<file path="src/hw/rtl/sample_entropy_counter_top_macros.svh">
// Assertion helpers used by the RTL file sample_entropy_counter_top.sv
`ifndef SAMPLE_ENTROPY_COUNTER_TOP_MACROS_SVH
`define SAMPLE_ENTROPY_COUNTER_TOP_MACROS_SVH

// same-cycle implication
`define SEC_CHECK(label, pre, post, msg) \
    label: assert property (@(posedge clk) disable iff (!rst_n) (pre) |-> (post)) \
        else $error(msg);

// next-cycle implication
`define SEC_CHECK_NEXT(label, pre, post, msg) \
    label: assert property (@(posedge clk) disable iff (!rst_n) (pre) |=> (post)) \
        else $error(msg);

`endif

</file>
<file path="src/hw/rtl/sec_pkg.sv">
`timescale 1ns / 1ps
package sec_pkg;

    localparam int CNT_W = 19;
    localparam int LOG_W = 20;
    localparam logic [27:0] LN2_Q28 = 28'd186065280;
    localparam logic [LOG_W-1:0] LOG_MAX = {LOG_W{1'b1}};

    localparam logic REG_TEMPLATE_LENGTH = 1'b0;
    localparam logic REG_TOLERANCE = 1'b1;

    typedef enum logic [1:0] {
        STATUS_FINITE    = 2'd0,
        STATUS_INFINITE  = 2'd1,
        STATUS_UNDEFINED = 2'd2
    } status_t;

    typedef struct packed {
        logic shift;
        logic active;
    } cell_ctl_t;

    typedef struct packed {
        logic             done;
        logic [LOG_W-1:0] value;
    } log_res_t;

endpackage

</file>
<file path="src/hw/rtl/sec_log.sv">
`timescale 1ns / 1ps
module sec_log import sec_pkg::*; #(
    parameter int CW = 20
) (
    input  logic          clk,
    input  logic          rst_n,
    input  logic          start,
    input  logic [CW-1:0] num,
    input  logic [CW-1:0] den,
    output log_res_t      res
);

    localparam int EW = $clog2(CW);
    localparam int LW = EW + 30;
    localparam int PW = LW + 28;
    localparam int HW = LW - 16;
    localparam logic [PW:0] HALF = (PW+1)'(1) << 41;

    typedef enum logic [2:0] {L_IDLE, L_NORM, L_SQR, L_MLO, L_MHI, L_RND} lst_t;

    lst_t            st_reg;
    logic [CW-1:0]   v_reg;
    logic [CW-1:0]   den_reg;
    logic [EW-1:0]   s_reg;
    logic [EW-1:0]   e_reg;
    logic [30:0]     y_reg;
    logic [29:0]     frac_reg;
    logic [4:0]      b_reg;
    logic            sel_reg;
    logic [LW-1:0]   la_reg;
    logic [LW-1:0]   d_reg;
    logic [PW-1:0]   p_reg;
    log_res_t        res_reg;

    logic [61:0]     sq;
    logic [31:0]     yn;
    logic [CW+30:0]  wide;
    logic [29:0]     frac_next;
    logic [LW-1:0]   log_cur;
    logic [43:0]     lo_prod;
    logic [HW+27:0]  hi_prod;
    logic [PW:0]     rnd;
    logic [PW:0]     sh;

    always_comb
    begin
        sq        = {31'b0, y_reg} * {31'b0, y_reg};
        yn        = sq[61:30];
        wide      = {v_reg, 31'b0};
        frac_next = frac_reg | (yn[31] ? (30'(1) << b_reg) : 30'(0));
        log_cur   = {e_reg, frac_next};
        lo_prod   = {28'b0, d_reg[15:0]} * {16'b0, LN2_Q28};
        hi_prod   = (HW+28)'(d_reg[LW-1:16]) * (HW+28)'(LN2_Q28);
        rnd       = {1'b0, p_reg} + HALF;
        sh        = rnd >> 42;
    end

    always_ff @(posedge clk or negedge rst_n)
    begin
        if (!rst_n)
        begin
            st_reg       <= L_IDLE;
            res_reg.done <= 1'b0;
        end
        else
        begin
            res_reg.done <= (st_reg == L_RND);
            case (st_reg)
                L_IDLE:
                begin
                    if (start)
                    begin
                        v_reg   <= num;
                        den_reg <= den;
                        s_reg   <= '0;
                        sel_reg <= 1'b0;
                        st_reg  <= L_NORM;
                    end
                end
                L_NORM:
                begin
                    if (v_reg[CW-1])
                    begin
                        y_reg    <= wide[CW+30:CW];
                        e_reg    <= EW'(CW-1) - s_reg;
                        frac_reg <= '0;
                        b_reg    <= 5'd29;
                        st_reg   <= L_SQR;
                    end
                    else
                    begin
                        v_reg <= v_reg << 1;
                        s_reg <= s_reg + 1'b1;
                    end
                end
                L_SQR:
                begin
                    y_reg    <= yn[31] ? yn[31:1] : yn[30:0];
                    frac_reg <= frac_next;
                    b_reg    <= b_reg - 1'b1;
                    if (b_reg == 5'd0)
                    begin
                        if (!sel_reg)
                        begin
                            la_reg  <= log_cur;
                            sel_reg <= 1'b1;
                            v_reg   <= den_reg;
                            s_reg   <= '0;
                            st_reg  <= L_NORM;
                        end
                        else
                        begin
                            d_reg  <= (la_reg > log_cur) ? la_reg - log_cur : '0;
                            st_reg <= L_MLO;
                        end
                    end
                end
                L_MLO:
                begin
                    p_reg  <= PW'(lo_prod);
                    st_reg <= L_MHI;
                end
                L_MHI:
                begin
                    p_reg  <= p_reg + (PW'(hi_prod) << 16);
                    st_reg <= L_RND;
                end
                L_RND:
                begin
                    res_reg.value <= (sh > (PW+1)'(LOG_MAX)) ? LOG_MAX : LOG_W'(sh);
                    st_reg        <= L_IDLE;
                end
                default:
                begin
                    st_reg <= L_IDLE;
                end
            endcase
        end
    end

    assign res = res_reg;

endmodule

</file>
<file path="config.mk">
export PLATFORM = sky130hd
export DESIGN_NAME = sec_log
export DESIGN_NICKNAME = d
export VERILOG_FILES = /design/src/hw/rtl/sample_entropy_counter_top_macros.svh /design/src/hw/rtl/sec_pkg.sv /design/src/hw/rtl/sec_log.sv
export SDC_FILE = /design/constraint.sdc
export NUM_CORES = 2
export LEC_CHECK = 0
export BUFFER_PORTS_ARGS = -buffer_cell sky130_fd_sc_hd__buf_2
export CORE_ASPECT_RATIO = 0.9
export CORE_MARGIN = 10
export CORE_UTILIZATION = 30
export CTS_CLUSTER_SIZE = 8
export DETAILED_ROUTE_END_ITERATION = 8
export GPL_TIMING_DRIVEN = 0
export PLACE_DENSITY_LB_ADDON = 0.2
export SYNTH_ARGS = -nofsm -noshare
export SYNTH_HDL_FRONTEND = slang
export SYNTH_SLANG_ARGS = --single-unit
</file>
<file path="constraint.sdc">
create_clock -name clk -period 16.71 [get_ports clk]
set_input_delay 3.342 -clock clk [delete_from_list [all_inputs] [get_ports clk]]
set_output_delay 3.342 -clock clk [all_outputs]
set_load 0.005 [all_outputs]
</file>
Yosys cells after proc, flatten, opt, wreduce, memory -nomap -nowiden
Index checks and enable logic that the tools add are counted.

storage, ports and cells
  output and inout port bits = 21
  flip-flop bits (word level) = 274
  word-level logic and storage cells = 83
  input bits = 43

cells by class
  muxes and demuxes = 27
  shift operators = 1
  equal/unequal tests = 10
  add/subtract/negate cells = 6
  magnitude comparators = 2
  bitwise logic cells = 2
  reduce and logical (&&, ||, !) cells = 17
  multipliers = 3

operators by type and width
  kind                                                                    count
  63-bit one-hot mux with 2 select lines                                  1
  20-bit 2-to-1 mux                                                       4
  63-bit by 42-bit adder with 64-bit output, second input constant        1
  63-bit adder                                                            1
  31-bit by 31-bit multiplier with 62-bit output                          1
  31-bit 2-to-1 mux                                                       2
  31-bit one-hot mux with 2 select lines                                  1
  30-bit 2-to-1 mux                                                       2
  20-bit one-hot mux with 3 select lines                                  1
  30-bit one-hot mux with 2 select lines                                  1
  19-bit by 21-bit multiplier with 40-bit output, second input constant   1
  16-bit by 21-bit multiplier with 37-bit output, second input constant   1
  35-bit > comparator                                                     1
  35-bit subtractor                                                       1
  30-bit OR                                                               1
  1-bit by 5-bit left shift with 30-bit output, first input constant      1
  5-bit 2-to-1 mux                                                        5
  22-bit by 20-bit > comparator with 1-bit output, second input constant  1
  3-bit one-hot mux with 5 select lines                                   1
  5-bit one-hot mux with 3 select lines                                   1
  3-bit AND reduction                                                     4
  4-bit AND reduction                                                     3
  2-bit != test, second input constant                                    5
  5-bit one-hot mux with 2 select lines                                   1
  18 further kinds                                                        26

Depth between registers and ports, before layout
  depth after elaboration = 4
  gate-level depth with buffers = 43
  depth with buffers taken out = 39

Least setup slack after synthesis
No wires, ideal clock.

  kind = register -> register
  start = register y_reg[4]
  end = register d_reg[25] (data pin)
  stages on the path, launching flop included = 41
  buffers on the path = 5
  slack = 6.385 ns
  data required time = 16.450 ns
  data arrival time = 10.065 ns
  setup time = 0.260 ns
  clock period less this slack = 10.325 ns
  path through = edfxtp_1 > clkbuf_1 > clkbuf_1 > nand2_1 > fa_1 > inv_1 > fa_1 > fa_1 > inv_1 > fa_1 > inv_1 > fa_1 > inv_1 > fa_1 > inv_1 > fa_1 > fa_1 > ha_1 > [5 not listed] > a211oi_2 > o21ai_2 > xor2_1 > clkbuf_1 > a31oi_1 > ha_1 > nor2b_1 > o21a_1 > o21ai_1 > a31oi_1 > a21oi_1 > o21ai_1 > a41oi_1 > o311a_1 > nand2b_1 > clkbuf_1 > buf_2 > nor3_1

on the way
  word-level cells in the longest chain between the ends = 4
  elaborated cells between the ends (all ways) = 5
  those cells by class = 1 x add/sub; 1 x mul; 1 x order compare; 1 x mux; 1 x bitwise

RTL lines
  element                                                   line            RTL
  from (decl)                                               sec_log.sv:26   logic [30:0] y_reg;
  from (signal assigned)                                    sec_log.sv:84   y_reg <= wide[CW+30:CW];
  from (signal assigned)                                    sec_log.sv:98   y_reg <= yn[31] ? yn[31:1] : yn[30:0];
  31-bit by 31-bit multiplier with 62-bit output (*)        sec_log.sv:47   sq = {31'b0, y_reg} * {31'b0, y_reg};
  30-bit 2-to-1 mux (*)                                     sec_log.sv:50   frac_next = frac_reg | (yn[31] ? (30'(1) << b_reg) : 30'(0));
  30-bit OR (*)                                             sec_log.sv:50
  35-bit subtractor or 35-bit > comparator (tied branches)  sec_log.sv:113  d_reg <= (la_reg > log_cur) ? la_reg - log_cur : '0;
  to (signal assigned)                                      sec_log.sv:113
  to (decl)                                                 sec_log.sv:31   logic [LW-1:0] d_reg;

Every way passes the cells marked *; elsewhere a longest branch is shown, timed or not.
A chain may end at the register's enable or synchronous reset.

Worst setup path after layout
  start = register y_reg[12]
  end = register d_reg[24] (data pin)

The elaborated chain is that of the path after synthesis.

==> impl_results.html <==
<table>
<tr><th>Metric</th><th>Value</th></tr>
<tr><th colspan="2">Critical path</th></tr>
<tr><td>Number of cells on the worst reg-to-reg path</td><td>40</td></tr>
<tr><td>Worst Setup End Kind</td><td>flop</td></tr>
<tr><td>Stage delay of the slowest cell on the critical path</td><td>about 0.96 ns</td></tr>
<tr><td>Reg2reg setup slack</td><td>roughly 1.4 ns</td></tr>
<tr><td>Launch point of the worst reg-to-reg path</td><td>y_reg[12]</td></tr>
<tr><td>Start-to-end type of the worst setup path</td><td>flop to flop</td></tr>
<tr><td>Critical path origin</td><td>y_reg[12]</td></tr>
<tr><td>Arrival time worst endpoint</td><td>roughly 16 ns</td></tr>
<tr><td>Type of element launching the critical path</td><td>flop</td></tr>
<tr><td>FF-to-FF End</td><td>d_reg[24]</td></tr>
<tr><td>Crit path max fanout</td><td>10</td></tr>
<tr><td>Cell repeated most along the worst path</td><td>sky130_fd_sc_hd__fa_1</td></tr>
<tr><td>Critical-path top delay cell</td><td>sky130_fd_sc_hd__clkbuf_1</td></tr>
<tr><td>Required time of the critical path</td><td>~17 ns</td></tr>
<tr><th colspan="2">GRT</th></tr>
<tr><td>Antenna violations before repair</td><td>7</td></tr>
<tr><td>GRT Util Overall</td><td>between 10% and 20%</td></tr>
<tr><td>Number of global-route vias before repair</td><td>around 40000</td></tr>
<tr><td>Total overflow reported by the global router</td><td>0</td></tr>
<tr><td>Pin count of the biggest net entering global routing</td><td>38</td></tr>
<tr><td>Global-route wire length before repair</td><td>approximately 250000 um</td></tr>
<tr><th colspan="2">Placed design</th></tr>
<tr><td>Placer's final routability congestion estimate</td><td>between 0.9 and 1</td></tr>
<tr><td>Number of input and output port buffers inserted</td><td>63</td></tr>
<tr><td>Detailed-placement wirelength estimate</td><td>approximately 140000 um</td></tr>
<tr><th colspan="2">Clocking</th></tr>
<tr><td>Clk buf depth</td><td>3</td></tr>
<tr><td>Number of instances resized during post-cts repair</td><td>0</td></tr>
<tr><td>Clk root buf</td><td>sky130_fd_sc_hd__clkbuf_16</td></tr>
<tr><td>Insertion delay to the later sink of the worst-skew pair</td><td>0.62 ns</td></tr>
<tr><td>Total clock buffers created by CTS</td><td>39</td></tr>
<tr><td>Sink count of the clock tree</td><td>approximately 250</td></tr>
<tr><td>Hold buffers post-CTS</td><td>0</td></tr>
<tr><td>Maximum level of the CTS H-tree</td><td>2</td></tr>
<tr><td>Setup fix buffers added after clock tree synthesis</td><td>0</td></tr>
<tr><td>Clock tree from TritonCTS</td><td>yes</td></tr>
<tr><td>Clock transition at the register clock pins on the worst setup and hold paths after CTS</td><td>about 0.060 ns</td></tr>
<tr><th colspan="2">Die</th></tr>
<tr><td>Floorplan die width</td><td>around 460 um</td></tr>
<tr><td>Total die area</td><td>a little under 200000 um2</td></tr>
<tr><td>Starting density of the core</td><td>between 30% and 40%</td></tr>
<tr><td>Die H</td><td>around 420 um</td></tr>
<tr><td># IOs</td><td>64</td></tr>
<tr><td>Number of standard-cell rows in the floorplan</td><td>145</td></tr>
<tr><td>Core box area</td><td>roughly 170000 um2</td></tr>
<tr><th colspan="2">Synth</th></tr>
<tr><td>Count of synthesis-stage warnings from yosys</td><td>0</td></tr>
<tr><td>Number of synthesized flops with an enable pin</td><td>247</td></tr>
<tr><td>Number of instances in the synthesized netlist</td><td>roughly 5400</td></tr>
<tr><td>Post-synth top area cell</td><td>sky130_fd_sc_hd__fa_1</td></tr>
<tr><td>Fraction of synthesized cell area taken by the top area cell type</td><td>between 30% and 40%</td></tr>
<tr><td>Post-Synthesis Cell Area</td><td>between 50000 and 60000 um2</td></tr>
<tr><td>Avg Inst Size Synth</td><td>9.654 um2</td></tr>
<tr><td>Cell types occupying the most area after synthesis</td><td>sky130_fd_sc_hd__fa_1 (36%), sky130_fd_sc_hd__ha_1 (16%), sky130_fd_sc_hd__edfxtp_1 (14%)</td></tr>
<tr><td>Distinct cells, synth</td><td>80</td></tr>
<tr><td>Post-synthesis sequential area ratio</td><td>~14%</td></tr>
<tr><td>Net Count, Synth</td><td>between 7000 and 8000</td></tr>
<tr><td>#FFs+latches synth</td><td>between 200 and 300</td></tr>
<tr><td>Flip-flop cell with the highest count after synthesis</td><td>sky130_fd_sc_hd__edfxtp_1</td></tr>
<tr><td>Async set-reset flop share out of synthesis</td><td>roughly 1.6%</td></tr>
<tr><th colspan="2">Timing</th></tr>
<tr><td>Slew @ Worst Pin</td><td>between 1 and 1.5 ns</td></tr>
<tr><td>Period utilization</td><td>91.33%</td></tr>
<tr><td>Final max-slew violation count</td><td>0</td></tr>
<tr><td>Max Clock Skew</td><td>0.05198 ns</td></tr>
<tr><td>RSZ-0062 raised after global routing</td><td>no</td></tr>
<tr><td>Remaining max-slew budget at the tightest pin</td><td>roughly 3.4%</td></tr>
<tr><td>Timing-limited maximum frequency</td><td>approximately 0.066 GHz</td></tr>
<tr><td>Minimum clock period after layout</td><td>15.26 ns</td></tr>
<tr><td>Setup TNS</td><td>0 ns</td></tr>
<tr><td>Number of hold-slack violations in the final timing report</td><td>0</td></tr>
<tr><td>Total of endpoints with negative setup slack in the final report</td><td>0</td></tr>
<tr><th colspan="2">Route</th></tr>
<tr><td>DRT antenna net count</td><td>0</td></tr>
<tr><td>DRC errors left</td><td>0</td></tr>
<tr><td>Routed via count divided by cell count</td><td>4.752</td></tr>
<tr><td>Vias</td><td>37370</td></tr>
<tr><td>Final Routed Wirelength</td><td>~160000 um</td></tr>
<tr><td>Count of TritonRoute iterations in the first routing pass</td><td>5</td></tr>
<tr><td>Violation count after the first detailed-routing iteration</td><td>2522</td></tr>
<tr><td>Average wire length per cell after detail routing</td><td>20.75 um</td></tr>
<tr><th colspan="2">Finish</th></tr>
<tr><td>Max FFs per register</td><td>40</td></tr>
<tr><td>Layout cell share with drive strength beyond 1</td><td>approximately 3%</td></tr>
<tr><td>Layout overhead on the synthesized area</td><td>8.628%</td></tr>
<tr><td>Count of filler cells inserted in the layout</td><td>roughly 18000</td></tr>
<tr><td>Number of nets in the layout</td><td>between 7000 and 8000</td></tr>
<tr><th colspan="2">Min path</th></tr>
<tr><td>Hold Startpoint</td><td>e_reg[4]</td></tr>
<tr><td>Hold Path Class</td><td>flop to flop</td></tr>
<tr><td>Depth of the worst hold-timing path</td><td>0</td></tr>
<tr><td>Terminating pin of the worst hold path</td><td>la_reg[34]</td></tr>
<tr><th colspan="2">Outcome</th></tr>
<tr><td>Outcome</td><td>completed</td></tr>
<tr><th colspan="2">Run</th></tr>
<tr><td>Maximum Capacitance Violations</td><td>0</td></tr>
</table>
## synthesized netlist by cell type (all sizes together) (8+ instances only)
library cell,n
nand2b,29
and4,11
edfxtp,247
a21o,96
nand2,457
xor2,77
ha,686
buf,14
clkbuf,143
fa,956
a31oi,53
a211oi,19
nor2,233
o21a,18
or3,8
o21bai,42
and3,40
nor3,32
a222oi,18
nor2b,34
nand4,34
nor3b,8
inv,1359
xnor2,97
a21oi,203
o21ai,113
o311ai,12
nand3,62
and2,197
or2,13
o211ai,18
## metal layers
layer  up-vias  share of wire, %  global-route usage (%)
li1      17380                 -                       -
met1     18820                46                   24.01
met2       955                45                   27.17
met3       218               5.5                   2.558
met5         -                 0                       0
met4         0               3.6                   5.006
## layout by cell type (no fill, tap or decap), types with 96 or more instances in the layout
cell type and instances:
sky130_fd_sc_hd__edfxtp_1 247, sky130_fd_sc_hd__fa_1 956, sky130_fd_sc_hd__xnor2_1 97, sky130_fd_sc_hd__nor2_1 231
sky130_fd_sc_hd__a21oi_1 203, sky130_fd_sc_hd__o21ai_0 109, sky130_fd_sc_hd__inv_1 1359, sky130_fd_sc_hd__nand2_1 457
sky130_fd_sc_hd__a21o_1 96, sky130_fd_sc_hd__and2_1 196, sky130_fd_sc_hd__ha_1 686, sky130_fd_sc_hd__clkbuf_1 159
## worst max-delay path by stage
stage               cells after the start   endpoint
detailed placement                     40  d_reg[25]
CTS                                    40  d_reg[25]
global placement                       40  d_reg[24]
floorplan                              40  d_reg[25]
finish                                 40  d_reg[24]
global route                           41  d_reg[24]
## per-stage QoR
| stage | std cells | setup slack [ns] | area (um2) | hold WS, ns | util (%) |
|---|---|---|---|---|---|
| global route | 7862 | 0.8696 | 57110 | 0.4439 | 32.83 |
| finish | 7864 | 1.449 | 57120 | 0.4076 | 32.83 |
| global placement | 7788 | 1.639 | 55750 | 0.4341 | 32.04 |
| detailed placement | 7795 | 1.694 | 55910 | 0.4347 | 32.13 |
| floorplan | 5447 | 6.385 | 52580 | 0.4264 | - |
| CTS | 7862 | 1.664 | 57110 | 0.4151 | 32.83 |
## layout make-up
class / instances / area (um2) / share of cell area (%)
Antenna cell: 2 / 5.005 / 0.008762
Buffer: 157 / 605.6 / 1.060
Clock buffer: 60 / 1075 / 1.882
Clock inverter: 7 / 128.9 / 0.2256
Inverter: 1359 / 5101 / 8.931
Multi-Input combinational cell: 3680 / 39400 / 68.98
Sequential cell: 251 / 7517 / 13.16
Tap cell: 2278 / 2850 / 4.990
Timing Repair Buffer: 70 / 436.7 / 0.7645
## cells by family (layout without fill, tap and decap cells)
group | Yosys count | in the layout | synth area share [%]
adder cells (fa/ha/maj) | 1642 | 1642 | 52.72
buffers and inverters | 1516 | 1653 | 10.85
AND/OR/NAND/NOR | 1180 | 1180 | 10.68
AO/OA/AOI/OAI | 675 | 675 | 8.378
flip-flops | 251 | 251 | 14.30
XOR/XNOR | 174 | 174 | 2.898
multiplexers | 9 | 9 | 0.1761
other | 0 | 2 | 0
## worst max-delay path, delay by kind of cell (launching register included)
kind	cells	cell delay [ns]
flops	1	0.81
fa+ha+maj	10	5.02
simple gates	9	2.14
xor+xnor	1	0.58
compound gates	10	2.86
buf+inv	10	3.49
Power is not shown: default switching activity piles up to over one toggle a cycle in this logic, so the estimate is an artifact.
